<file path="config.mk">
export PLATFORM = sky130hd
export DESIGN_NAME = ascon_sponge_hash
export DESIGN_NICKNAME = d
export VERILOG_FILES = /design/src/design/asch_pkg.sv /design/src/design/asch_front.sv /design/src/design/asch_queue.sv /design/src/design/asch_back.sv /design/src/design/ascon_sponge_hash.sv
export SDC_FILE = /design/constraint.sdc
export NUM_CORES = 2
export LEC_CHECK = 0
export BUFFER_PORTS_ARGS = -buffer_cell sky130_fd_sc_hd__buf_2
export CAP_MARGIN = 0
export CORE_MARGIN = 4
export CORE_UTILIZATION = 50
export DETAILED_ROUTE_END_ITERATION = 10
export PLACE_DENSITY = 0.67
export SYNTH_ARGS = -nofsm -noshare
export SYNTH_HDL_FRONTEND = slang
export SYNTH_HIERARCHICAL = 1
export SYNTH_SLANG_ARGS = --single-unit
</file>
<file path="constraint.sdc">
create_clock -name clk_i -period 12.5 [get_ports clk_i]
set_input_delay 1.875 -clock clk_i [delete_from_list [all_inputs] [get_ports clk_i]]
set_output_delay 1.875 -clock clk_i [all_outputs]
set_load 0.01 [all_outputs]
</file>
<file path="src/design/asch_pkg.sv">
// Shared types, constants and the permutation round for the sponge hash.
// No dependencies; every other file imports this package.
`timescale 1ns / 1ps
`default_nettype none

package asch_pkg;

  localparam int unsigned QDEPTH = 2;

  localparam logic [1:0] VARIANT_HASH256 = 2'd0;
  localparam logic [1:0] VARIANT_HASH    = 2'd1;
  localparam logic [1:0] VARIANT_HASHA   = 2'd2;

  localparam logic [63:0] IV_HASH256 = 64'h0000_0801_00cc_0002;
  localparam logic [63:0] IV_HASH    = 64'h0000_0801_00cc_0010;
  localparam logic [63:0] IV_HASHA   = 64'h0000_0801_00cc_0011;

  // Padding byte at the head of an otherwise empty word
  localparam logic [63:0] PAD_WORD = 64'h8000_0000_0000_0000;

  typedef logic [4:0][63:0] lanes_t;

  typedef enum logic [1:0] {
    BK_IDLE,
    BK_PERM,
    BK_SQUEEZE
  } back_state_e;

  // One classified message word as it travels from front to back
  typedef struct packed {
    logic        start;      // first word of a message: load IV first
    logic [1:0]  variant;
    logic [63:0] word;       // word to absorb; a short last word is already masked and padded
    logic        extra_pad;  // absorb a lone padding word afterwards
    logic        fin;        // squeeze after the last absorb
  } entry_t;

  function automatic logic [63:0] iv_of(logic [1:0] variant);
    logic [63:0] iv;
    case (variant)
      VARIANT_HASH:  iv = IV_HASH;
      VARIANT_HASHA: iv = IV_HASHA;
      default:       iv = IV_HASH256;
    endcase
    return iv;
  endfunction

  function automatic logic [63:0] rotr(logic [63:0] x, int unsigned n);
    return (x >> n) | (x << (64 - n));
  endfunction

  function automatic lanes_t ascon_round(lanes_t s, logic [7:0] rc);
    logic [63:0] x0, x1, x2, x3, x4;
    logic [63:0] t0, t1, t2, t3, t4;
    x0 = s[0];
    x1 = s[1];
    x2 = s[2] ^ {56'd0, rc};
    x3 = s[3];
    x4 = s[4];
    x0 = x0 ^ x4;
    x4 = x4 ^ x3;
    x2 = x2 ^ x1;
    t0 = ~x0 & x1;
    t1 = ~x1 & x2;
    t2 = ~x2 & x3;
    t3 = ~x3 & x4;
    t4 = ~x4 & x0;
    x0 = x0 ^ t1;
    x1 = x1 ^ t2;
    x2 = x2 ^ t3;
    x3 = x3 ^ t4;
    x4 = x4 ^ t0;
    x1 = x1 ^ x0;
    x0 = x0 ^ x4;
    x3 = x3 ^ x2;
    x2 = ~x2;
    s[0] = x0 ^ rotr(x0, 19) ^ rotr(x0, 28);
    s[1] = x1 ^ rotr(x1, 61) ^ rotr(x1, 39);
    s[2] = x2 ^ rotr(x2, 1) ^ rotr(x2, 6);
    s[3] = x3 ^ rotr(x3, 10) ^ rotr(x3, 17);
    s[4] = x4 ^ rotr(x4, 7) ^ rotr(x4, 41);
    return s;
  endfunction

endpackage

`default_nettype wire

</file>
<file path="src/design/asch_front.sv">
// Front end: accepts message words, tracks message start and builds padded entries.
// Depends on asch_pkg.
`timescale 1ns / 1ps
`default_nettype none

module asch_front import asch_pkg::*; (
  input  wire logic        clk_i,
  input  wire logic        rst_ni,
  input  wire logic [1:0]  variant_i,
  input  wire logic        in_valid_i,
  output logic             in_stall_o,
  input  wire logic [63:0] data_word_i,
  input  wire logic [3:0]  byte_count_i,
  input  wire logic        last_word_i,
  input  wire logic        q_full_i,
  output logic             push_o,
  output entry_t           push_entry_o
);

  logic        open_q, open_d;
  logic        full_word;
  logic [5:0]  shamt;
  logic [63:0] keep;

  assign in_stall_o = q_full_i;
  assign push_o     = in_valid_i && !q_full_i;

  // counts of eight and above absorb the whole word
  assign full_word = byte_count_i[3];
  assign shamt     = {byte_count_i[2:0], 3'b000};
  assign keep      = ~({64{1'b1}} >> shamt);

  always_comb begin
    push_entry_o.start     = !open_q;
    push_entry_o.variant   = variant_i;
    push_entry_o.extra_pad = 1'b0;
    push_entry_o.fin       = last_word_i;
    if (!last_word_i) begin
      push_entry_o.word = data_word_i;
    end else if (full_word) begin
      push_entry_o.word      = data_word_i;
      push_entry_o.extra_pad = 1'b1;
    end else begin
      push_entry_o.word = (data_word_i & keep) | (PAD_WORD >> shamt);
    end
  end

  always_comb begin
    open_d = open_q;
    if (push_o) begin
      open_d = !last_word_i;
    end
  end

  always_ff @(posedge clk_i or negedge rst_ni) begin
    if (!rst_ni) begin
      open_q <= 1'b0;
    end else begin
      open_q <= open_d;
    end
  end

endmodule

`default_nettype wire

</file>
<file path="src/design/asch_queue.sv">
// Short FIFO of classified entries between front and back.
// Depends on asch_pkg for entry_t and QDEPTH.
`timescale 1ns / 1ps
`default_nettype none

module asch_queue import asch_pkg::*; (
  input  wire logic   clk_i,
  input  wire logic   rst_ni,
  input  wire logic   push_i,
  input  wire entry_t push_entry_i,
  output logic        full_o,
  input  wire logic   pop_i,
  output logic        valid_o,
  output entry_t      head_o
);

  localparam int unsigned PW = (QDEPTH > 1) ? $clog2(QDEPTH) : 1;
  localparam int unsigned CW = $clog2(QDEPTH + 1);

  entry_t          mem_q [QDEPTH];
  logic [PW-1:0]   wr_ptr_q, wr_ptr_d;
  logic [PW-1:0]   rd_ptr_q, rd_ptr_d;
  logic [CW-1:0]   count_q, count_d;
  logic            do_pop;

  assign full_o  = (count_q == CW'(QDEPTH));
  assign valid_o = (count_q != '0);
  assign head_o  = mem_q[rd_ptr_q];
  assign do_pop  = pop_i && valid_o;

  always_comb begin
    wr_ptr_d = wr_ptr_q;
    rd_ptr_d = rd_ptr_q;
    count_d  = count_q;
    if (push_i) begin
      wr_ptr_d = (wr_ptr_q == PW'(QDEPTH - 1)) ? '0 : wr_ptr_q + 1'b1;
    end
    if (do_pop) begin
      rd_ptr_d = (rd_ptr_q == PW'(QDEPTH - 1)) ? '0 : rd_ptr_q + 1'b1;
    end
    if (push_i && !do_pop) begin
      count_d = count_q + 1'b1;
    end else if (!push_i && do_pop) begin
      count_d = count_q - 1'b1;
    end
  end

  always_ff @(posedge clk_i or negedge rst_ni) begin
    if (!rst_ni) begin
      wr_ptr_q <= '0;
      rd_ptr_q <= '0;
      count_q  <= '0;
    end else begin
      wr_ptr_q <= wr_ptr_d;
      rd_ptr_q <= rd_ptr_d;
      count_q  <= count_d;
    end
  end

  always_ff @(posedge clk_i) begin
    if (push_i) begin
      mem_q[wr_ptr_q] <= push_entry_i;
    end
  end

endmodule

`default_nettype wire

</file>
<file path="src/design/asch_back.sv">
// Back end: sponge state, one permutation round per cycle, squeeze into an
// output register. Depends on asch_pkg.
`timescale 1ns / 1ps
`default_nettype none

module asch_back import asch_pkg::*; #(
  parameter int unsigned ROUNDS       = 12,
  parameter int unsigned DIGEST_WORDS = 4
) (
  input  wire logic        clk_i,
  input  wire logic        rst_ni,
  input  wire logic        q_valid_i,
  input  wire entry_t      q_head_i,
  output logic             pop_o,
  output logic             out_valid_o,
  input  wire logic        out_stall_i,
  output logic [63:0]      digest_word_o,
  output logic             digest_last_o
);

  localparam int unsigned RW = (ROUNDS > 1) ? $clog2(ROUNDS) : 1;
  localparam int unsigned KW = (DIGEST_WORDS > 1) ? $clog2(DIGEST_WORDS) : 1;
  localparam logic [3:0]  RSTART = 4'(12 - ROUNDS);

  back_state_e     state_q, state_d;
  logic [RW-1:0]   rnd_q, rnd_d;
  logic [KW-1:0]   k_q, k_d;
  logic            need_absorb_q, need_absorb_d;
  logic            need_pad_q, need_pad_d;
  logic            fin_q, fin_d;
  logic [63:0]     word_q, word_d;
  lanes_t          lanes_q, lanes_d;
  lanes_t          round_out, base;
  logic [3:0]      ridx;
  logic            last_rnd;
  logic            out_valid_q, out_valid_d;
  logic [63:0]     out_word_q;
  logic            out_last_q;
  logic            out_load;

  assign ridx      = RSTART + 4'(rnd_q);
  assign round_out = ascon_round(lanes_q, {~ridx, ridx});
  assign last_rnd  = (rnd_q == RW'(ROUNDS - 1));
  assign base      = (state_q == BK_IDLE) ? lanes_q : round_out;

  assign out_valid_o   = out_valid_q;
  assign digest_word_o = out_word_q;
  assign digest_last_o = out_last_q;

  always_comb begin
    state_d       = state_q;
    rnd_d         = rnd_q;
    k_d           = k_q;
    need_absorb_d = need_absorb_q;
    need_pad_d    = need_pad_q;
    fin_d         = fin_q;
    word_d        = word_q;
    lanes_d       = lanes_q;
    pop_o         = 1'b0;
    out_load      = 1'b0;
    out_valid_d   = out_valid_q && out_stall_i;

    case (state_q)
      BK_IDLE: begin
        pop_o = q_valid_i;
      end
      BK_PERM: begin
        lanes_d = round_out;
        rnd_d   = rnd_q + 1'b1;
        if (last_rnd) begin
          rnd_d = '0;
          if (need_absorb_q) begin
            lanes_d[0]    = round_out[0] ^ word_q;
            need_absorb_d = 1'b0;
          end else if (need_pad_q) begin
            lanes_d[0] = round_out[0] ^ PAD_WORD;
            need_pad_d = 1'b0;
          end else if (fin_q) begin
            state_d = BK_SQUEEZE;
          end else if (q_valid_i) begin
            pop_o = 1'b1;
          end else begin
            state_d = BK_IDLE;
          end
        end
      end
      BK_SQUEEZE: begin
        if (!out_valid_q || !out_stall_i) begin
          out_load    = 1'b1;
          out_valid_d = 1'b1;
          if (k_q == KW'(DIGEST_WORDS - 1)) begin
            k_d     = '0;
            fin_d   = 1'b0;
            state_d = BK_IDLE;
          end else begin
            k_d     = k_q + 1'b1;
            state_d = BK_PERM;
          end
        end
      end
      default: begin
        state_d = BK_IDLE;
      end
    endcase

    // take the next entry straight from the queue head
    if (pop_o) begin
      state_d    = BK_PERM;
      rnd_d      = '0;
      need_pad_d = q_head_i.extra_pad;
      fin_d      = q_head_i.fin;
      word_d     = q_head_i.word;
      if (q_head_i.start) begin
        lanes_d       = '0;
        lanes_d[0]    = iv_of(q_head_i.variant);
        need_absorb_d = 1'b1;
      end else begin
        lanes_d       = base;
        lanes_d[0]    = base[0] ^ q_head_i.word;
        need_absorb_d = 1'b0;
      end
    end
  end

  always_ff @(posedge clk_i or negedge rst_ni) begin
    if (!rst_ni) begin
      state_q       <= BK_IDLE;
      rnd_q         <= '0;
      k_q           <= '0;
      need_absorb_q <= 1'b0;
      need_pad_q    <= 1'b0;
      fin_q         <= 1'b0;
      out_valid_q   <= 1'b0;
    end else begin
      state_q       <= state_d;
      rnd_q         <= rnd_d;
      k_q           <= k_d;
      need_absorb_q <= need_absorb_d;
      need_pad_q    <= need_pad_d;
      fin_q         <= fin_d;
      out_valid_q   <= out_valid_d;
    end
  end

  always_ff @(posedge clk_i) begin
    lanes_q <= lanes_d;
    word_q  <= word_d;
    if (out_load) begin
      out_word_q <= lanes_q[0];
      out_last_q <= (k_q == KW'(DIGEST_WORDS - 1));
    end
  end

  a_rnd_only_in_perm: assert property (@(posedge clk_i) disable iff (!rst_ni)
    (rnd_q != '0) |-> (state_q == BK_PERM))
    else $error("round counter running outside a permutation");

  a_squeeze_needs_fin: assert property (@(posedge clk_i) disable iff (!rst_ni)
    (state_q == BK_SQUEEZE) |-> fin_q)
    else $error("squeezing without a finished message");

  a_pending_absorb_in_perm: assert property (@(posedge clk_i) disable iff (!rst_ni)
    (need_absorb_q || need_pad_q) |-> (state_q == BK_PERM))
    else $error("pending absorb while not permuting");

  a_last_digest_ends: assert property (@(posedge clk_i) disable iff (!rst_ni)
    (out_load && (k_q == KW'(DIGEST_WORDS - 1))) |=> (state_q == BK_IDLE) && !fin_q)
    else $error("squeeze did not close after the final digest beat");

  a_pop_needs_entry: assert property (@(posedge clk_i) disable iff (!rst_ni)
    pop_o |-> q_valid_i)
    else $error("pop from an empty queue");

endmodule

`default_nettype wire

</file>
<file path="src/design/ascon_sponge_hash.sv">
// Top level of the sponge hash: variant register, front end, queue, back end.
// Depends on asch_pkg, asch_front, asch_queue and asch_back.
//
//  channel | handshake             | payload
//  --------+-----------------------+-------------------------------------------
//  cfg     | cfg_we_i              | cfg_data_i (variant)
//  in      | in_valid_i/in_stall_o | data_word_i, byte_count_i, last_word_i
//  out     | out_valid_o/out_stall_i | digest_word_o, digest_last_o
//
// Each absorbed word goes through a permutation of ROUNDS rounds in the
// one-round-per-cycle permutation unit; the first word of a message adds an
// IV permutation and a full last word adds a permutation for the padding word.
// Squeeze: each digest beat is loaded into the output register once it is free,
// with a permutation of ROUNDS rounds between beats.
// Reset clears control state only; the sponge lanes are loaded at message start.
// The queue keeps taking beats, until it is full, while the back end permutes or waits on out_stall_i.
`timescale 1ns / 1ps
`default_nettype none

module ascon_sponge_hash import asch_pkg::*; #(
  parameter int unsigned ROUNDS       = 12,
  parameter int unsigned DIGEST_WORDS = 4
) (
  input  wire logic        clk_i,
  input  wire logic        rst_ni,
  input  wire logic        cfg_we_i,
  input  wire logic [1:0]  cfg_data_i,
  input  wire logic        in_valid_i,
  output logic             in_stall_o,
  input  wire logic [63:0] data_word_i,
  input  wire logic [3:0]  byte_count_i,
  input  wire logic        last_word_i,
  output logic             out_valid_o,
  input  wire logic        out_stall_i,
  output logic [63:0]      digest_word_o,
  output logic             digest_last_o
);

  logic [1:0] variant_q, variant_d;
  logic       q_full;
  logic       push;
  entry_t     push_entry;
  logic       pop;
  logic       q_valid;
  entry_t     q_head;

  assign variant_d = cfg_we_i ? cfg_data_i : variant_q;

  always_ff @(posedge clk_i or negedge rst_ni) begin
    if (!rst_ni) begin
      variant_q <= VARIANT_HASH256;
    end else begin
      variant_q <= variant_d;
    end
  end

  asch_front u_front (
    .clk_i        (clk_i),
    .rst_ni       (rst_ni),
    .variant_i    (variant_q),
    .in_valid_i   (in_valid_i),
    .in_stall_o   (in_stall_o),
    .data_word_i  (data_word_i),
    .byte_count_i (byte_count_i),
    .last_word_i  (last_word_i),
    .q_full_i     (q_full),
    .push_o       (push),
    .push_entry_o (push_entry)
  );

  asch_queue u_queue (
    .clk_i        (clk_i),
    .rst_ni       (rst_ni),
    .push_i       (push),
    .push_entry_i (push_entry),
    .full_o       (q_full),
    .pop_i        (pop),
    .valid_o      (q_valid),
    .head_o       (q_head)
  );

  asch_back #(
    .ROUNDS       (ROUNDS),
    .DIGEST_WORDS (DIGEST_WORDS)
  ) u_back (
    .clk_i         (clk_i),
    .rst_ni        (rst_ni),
    .q_valid_i     (q_valid),
    .q_head_i      (q_head),
    .pop_o         (pop),
    .out_valid_o   (out_valid_o),
    .out_stall_i   (out_stall_i),
    .digest_word_o (digest_word_o),
    .digest_last_o (digest_last_o)
  );

endmodule

`default_nettype wire

</file>
==> metrics <==
status completed; Setup crit start u_back/rnd_q[0]$_DFFE_PN0P_; Final setup viols 0; final worst path period need between 4000 and 5000 ps; crit path DAT 4940 ps; Post-layout nets 3839; critical path class reg2reg; Die ar. approximately 0.08 mm^2; post-synthesis cell type count 62; number of remaining DRC errors 0; vias in the first global route between 20000 and 30000; antenna diode count 0; antenna viol nets, final 0; Worst Path Required 12740 ps; Area growth syn-to-layout 10.7%; syn nets 3669; clk_lat worst skew 630 ps; Buffers on Ports about 140; Final Skew ~18 ps; Slew @ Worst Pin 1410 ps; Rel. slew slack about 5.3%; fin crit share a little under two fifths; RePlAce Congestion roughly 1.0; Vert. Die Dim 287 um; hold crit path type reg2reg; Worst-path clk slew 60 ps; RSZ-0062 raised after global routing no; r2r startpoint u_back/rnd_q[0]$_DFFE_PN0P_; DR top layer met4; Bufs and invs on worst path 1; Final Hold Viols 0; global-route wire length before repair between 150000 and 200000 um; reg-to-reg setup timing slack between 7000 and 8000 ps; synthesized flop and latch total between 600 and 700; reg-to-reg endpoint u_back/lanes_q[230]$_DFFE_PP_; initial antenna violation count 1; Sum Neg Setup Slack 0 ps; die width 287 um; crit path max fanout 74; slowest CP cell buf_4; IO Pins 143; maximum achievable frequency approximately 0.21 GHz; Top delay family on crit path simple AND/OR/NAND/NOR gates; Max Slew Vio Count 0; Max-cap violations 0; largest net degree at the start of global routing about 180; TritonCTS buffer count about 70; syn_area_per_cell about 11 um^2; TritonRoute pass-1 iters 5; H-Tree Level Count 3; Total GRT Usage between 20% and 30%; Routed Wire Length roughly 120000 um; Met2 Wirelength around 55000 um; CP Capture Type register; Initial Util approximately 50%; worst r2r path cells 8; Resized cells post-CTS 0; routed vias/inst ~5.6; row count 102; Critical Path End u_back/lanes_q[230]$_DFFE_PP_; CP max stage delay between 900 and 1000 ps; critical path depth 8; Post-Syn Instances around 3500; hold buffer count at cts 0; Met1 Wirelength just over 50000 um; Final HPWL DP around 96000 um; layout cells sized above 1 a little over a tenth; iteration-0 DRC count of the detailed router between 3000 and 4000; Vias roughly 26000; grt total ovfl 0; root buf cell clkbuf_16; cell area after synthesis ~0.039 mm^2; Yosys warnings 6; register area share after synthesis around 46%; maximum clock insertion buffer count 3; Post CTS Setup Buffer Count 0; clock sink total 606; CTS tree done; startpoint types register; worst path cell trace ha_1, nand3b_4, nor3_2, and3b_1, o21ai_4, nand2b_4, and2_4, buf_4; WL per Instance ~26 um; DR WL met3 approximately 11000 um; Core ar. roughly 0.077 mm^2
-- per-layer routing --
layer / GRT usage (%) / up-vias
met5: 0 / -
met1: 40.2 / 13000
met4: 14.9 / 0
li1: - / 12000
met2: 45.8 / 1204
met3: 4.97 / 253
-- flip-flops by register name, summed over array words and instances, names as in the netlist, 2 cells and up --
name and cells:
u_back/word_q 64, variant_q 2, u_back/state_q 2, u_back/lanes_q 320, u_queue/mem_q 138, u_back/k_q 2
u_queue/count_q 2, u_back/digest_word_o 64, u_back/rnd_q 4
-- synth_stat cells (all sizes together) --
| master | instances | area share [%] |
|---|---|---|
| a211oi | 46 | 0.89 |
| a21boi | 1 | 0.019 |
| a21o | 1 | 0.019 |
| a21oi | 117 | 1.5 |
| a22oi | 13 | 0.25 |
| a31oi | 1 | 0.016 |
| a32o | 1 | 0.026 |
| a41o | 1 | 0.026 |
| and2 | 46 | 0.74 |
| and2b | 9 | 0.17 |
| and3 | 1 | 0.016 |
| and3b | 1 | 0.022 |
| buf | 40 | 0.83 |
| clkbuf | 46 | 0.44 |
| dfrtp | 19 | 1.2 |
| edfxtp | 587 | 45 |
| ha | 135 | 4.3 |
| inv | 140 | 1.3 |
| maj3 | 1 | 0.026 |
| mux2 | 75 | 2.8 |
| mux2i | 9 | 0.23 |
| nand2 | 287 | 2.8 |
| nand2b | 6 | 0.12 |
| nand3 | 4 | 0.051 |
| nand3b | 4 | 0.11 |
| nand4 | 1 | 0.016 |
| nand4b | 2 | 0.045 |
| nor2 | 448 | 4.3 |
| nor2b | 10 | 0.16 |
| nor3 | 7 | 0.13 |
| nor3b | 5 | 0.12 |
| o211ai | 1 | 0.019 |
| o21a | 10 | 0.19 |
| o21ai | 147 | 1.9 |
| o22ai | 56 | 0.90 |
| o311ai | 1 | 0.022 |
| o31ai | 1 | 0.019 |
| o41ai | 1 | 0.071 |
| or2 | 2 | 0.032 |
| or3 | 2 | 0.032 |
| xnor2 | 860 | 20 |
| xnor3 | 48 | 2.8 |
| xor2 | 258 | 5.8 |
| xor3 | 7 | 0.43 |
-- layout make-up --
type | instances | area [um^2]
inverter | 140 | 529
clock buffer | 95 | 1930
fill | 6664 | 34200
multi-input combinational | 2626 | 19900
sequential | 606 | 18100
tap | 1040 | 1300
timing repair buffer | 183 | 1030
clock inverter | 31 | 353
-- worst register-to-register path: stages (launching register included) --
cell      delay, ps
dfrtp_1         460
ha_1            310
nand3b_4        140
nor3_2          240
and3b_1         270
o21ai_4         220
nand2b_4        770
and2_4          870
buf_4           920
-- worst min-delay path by stage --
stage | endpoint | startpoint | cells past startpoint | slack [ps]
5_1_grt | u_queue/mem_q[1][66]$_DFFE_PP_ | variant_q[0]$_DFFE_PN0P_ | 0 | 500
6_report | u_queue/mem_q[1][66]$_DFFE_PP_ | variant_q[0]$_DFFE_PN0P_ | 0 | 480
2_1_floorplan | u_queue/count_q[1]$_DFFE_PN0P_ | u_queue/count_q[1]$_DFFE_PN0P_ | 1 | 450
3_5_place_dp | u_queue/mem_q[0][66]$_DFFE_PP_ | variant_q[0]$_DFFE_PN0P_ | 0 | 470
3_3_place_gp | u_queue/mem_q[0][66]$_DFFE_PP_ | variant_q[0]$_DFFE_PN0P_ | 0 | 460
4_1_cts | u_queue/mem_q[1][66]$_DFFE_PP_ | variant_q[0]$_DFFE_PN0P_ | 0 | 490
-- stage by stage --
| stage | area (um^2) | util [%] | hold WS (ps) | worst slack (ps) | std cells |
|---|---|---|---|---|---|
| after floorplan | 39000 | - | 448 | 3090 | 3458 |
| after global placement | 40800 | 52.8 | 461 | 7970 | 4595 |
| after detailed placement | 40800 | 52.8 | 474 | 7860 | 4595 |
| after CTS | 43100 | 55.8 | 487 | 7840 | 4721 |
| after global routing | 43100 | 55.8 | 497 | 7580 | 4721 |
| final | 43100 | 55.8 | 479 | 7800 | 4721 |
-- placed cells by master (no fill, tap or decap), drive strengths merged, types with 3 or more instances in the layout --
cell type | netlist | layout
a21oi | 117 | 117
and2 | 46 | 46
ha | 135 | 135
mux2i | 9 | 9
a211oi | 46 | 46
dfrtp | 19 | 19
nand3b | 4 | 4
buf | 40 | 183
nor3b | 5 | 5
xnor3 | 48 | 48
xor2 | 258 | 258
nand3 | 4 | 4
nor2b | 10 | 10
o21ai | 147 | 147
mux2 | 75 | 75
nand2 | 287 | 287
xnor2 | 860 | 860
nand2b | 6 | 6
nor3 | 7 | 7
bufinv | 0 | 4
clkbuf | 46 | 95
a22oi | 13 | 13
clkinvlp | 0 | 3
o21a | 10 | 10
and2b | 9 | 9
edfxtp | 587 | 587
xor3 | 7 | 7
clkinv | 0 | 22
nor2 | 448 | 448
o22ai | 56 | 56
inv | 140 | 142
-- logic make-up (layout without fill, tap and decap cells) --
family | count (synthesis) | count (layout) | share of synthesized area, %
AND/OR/NAND/NOR | 835 | 835 | 8.87
buffers and inverters | 226 | 449 | 2.62
AO/OA/AOI/OAI | 398 | 398 | 5.89
XOR/XNOR | 1173 | 1173 | 28.7
flip-flops | 606 | 606 | 46.5
adder cells (fa/ha/maj) | 136 | 136 | 4.36
multiplexers | 84 | 84 | 3.07
Power is not shown: default switching activity piles up to over one toggle a cycle in this logic, so the estimate is an artifact.
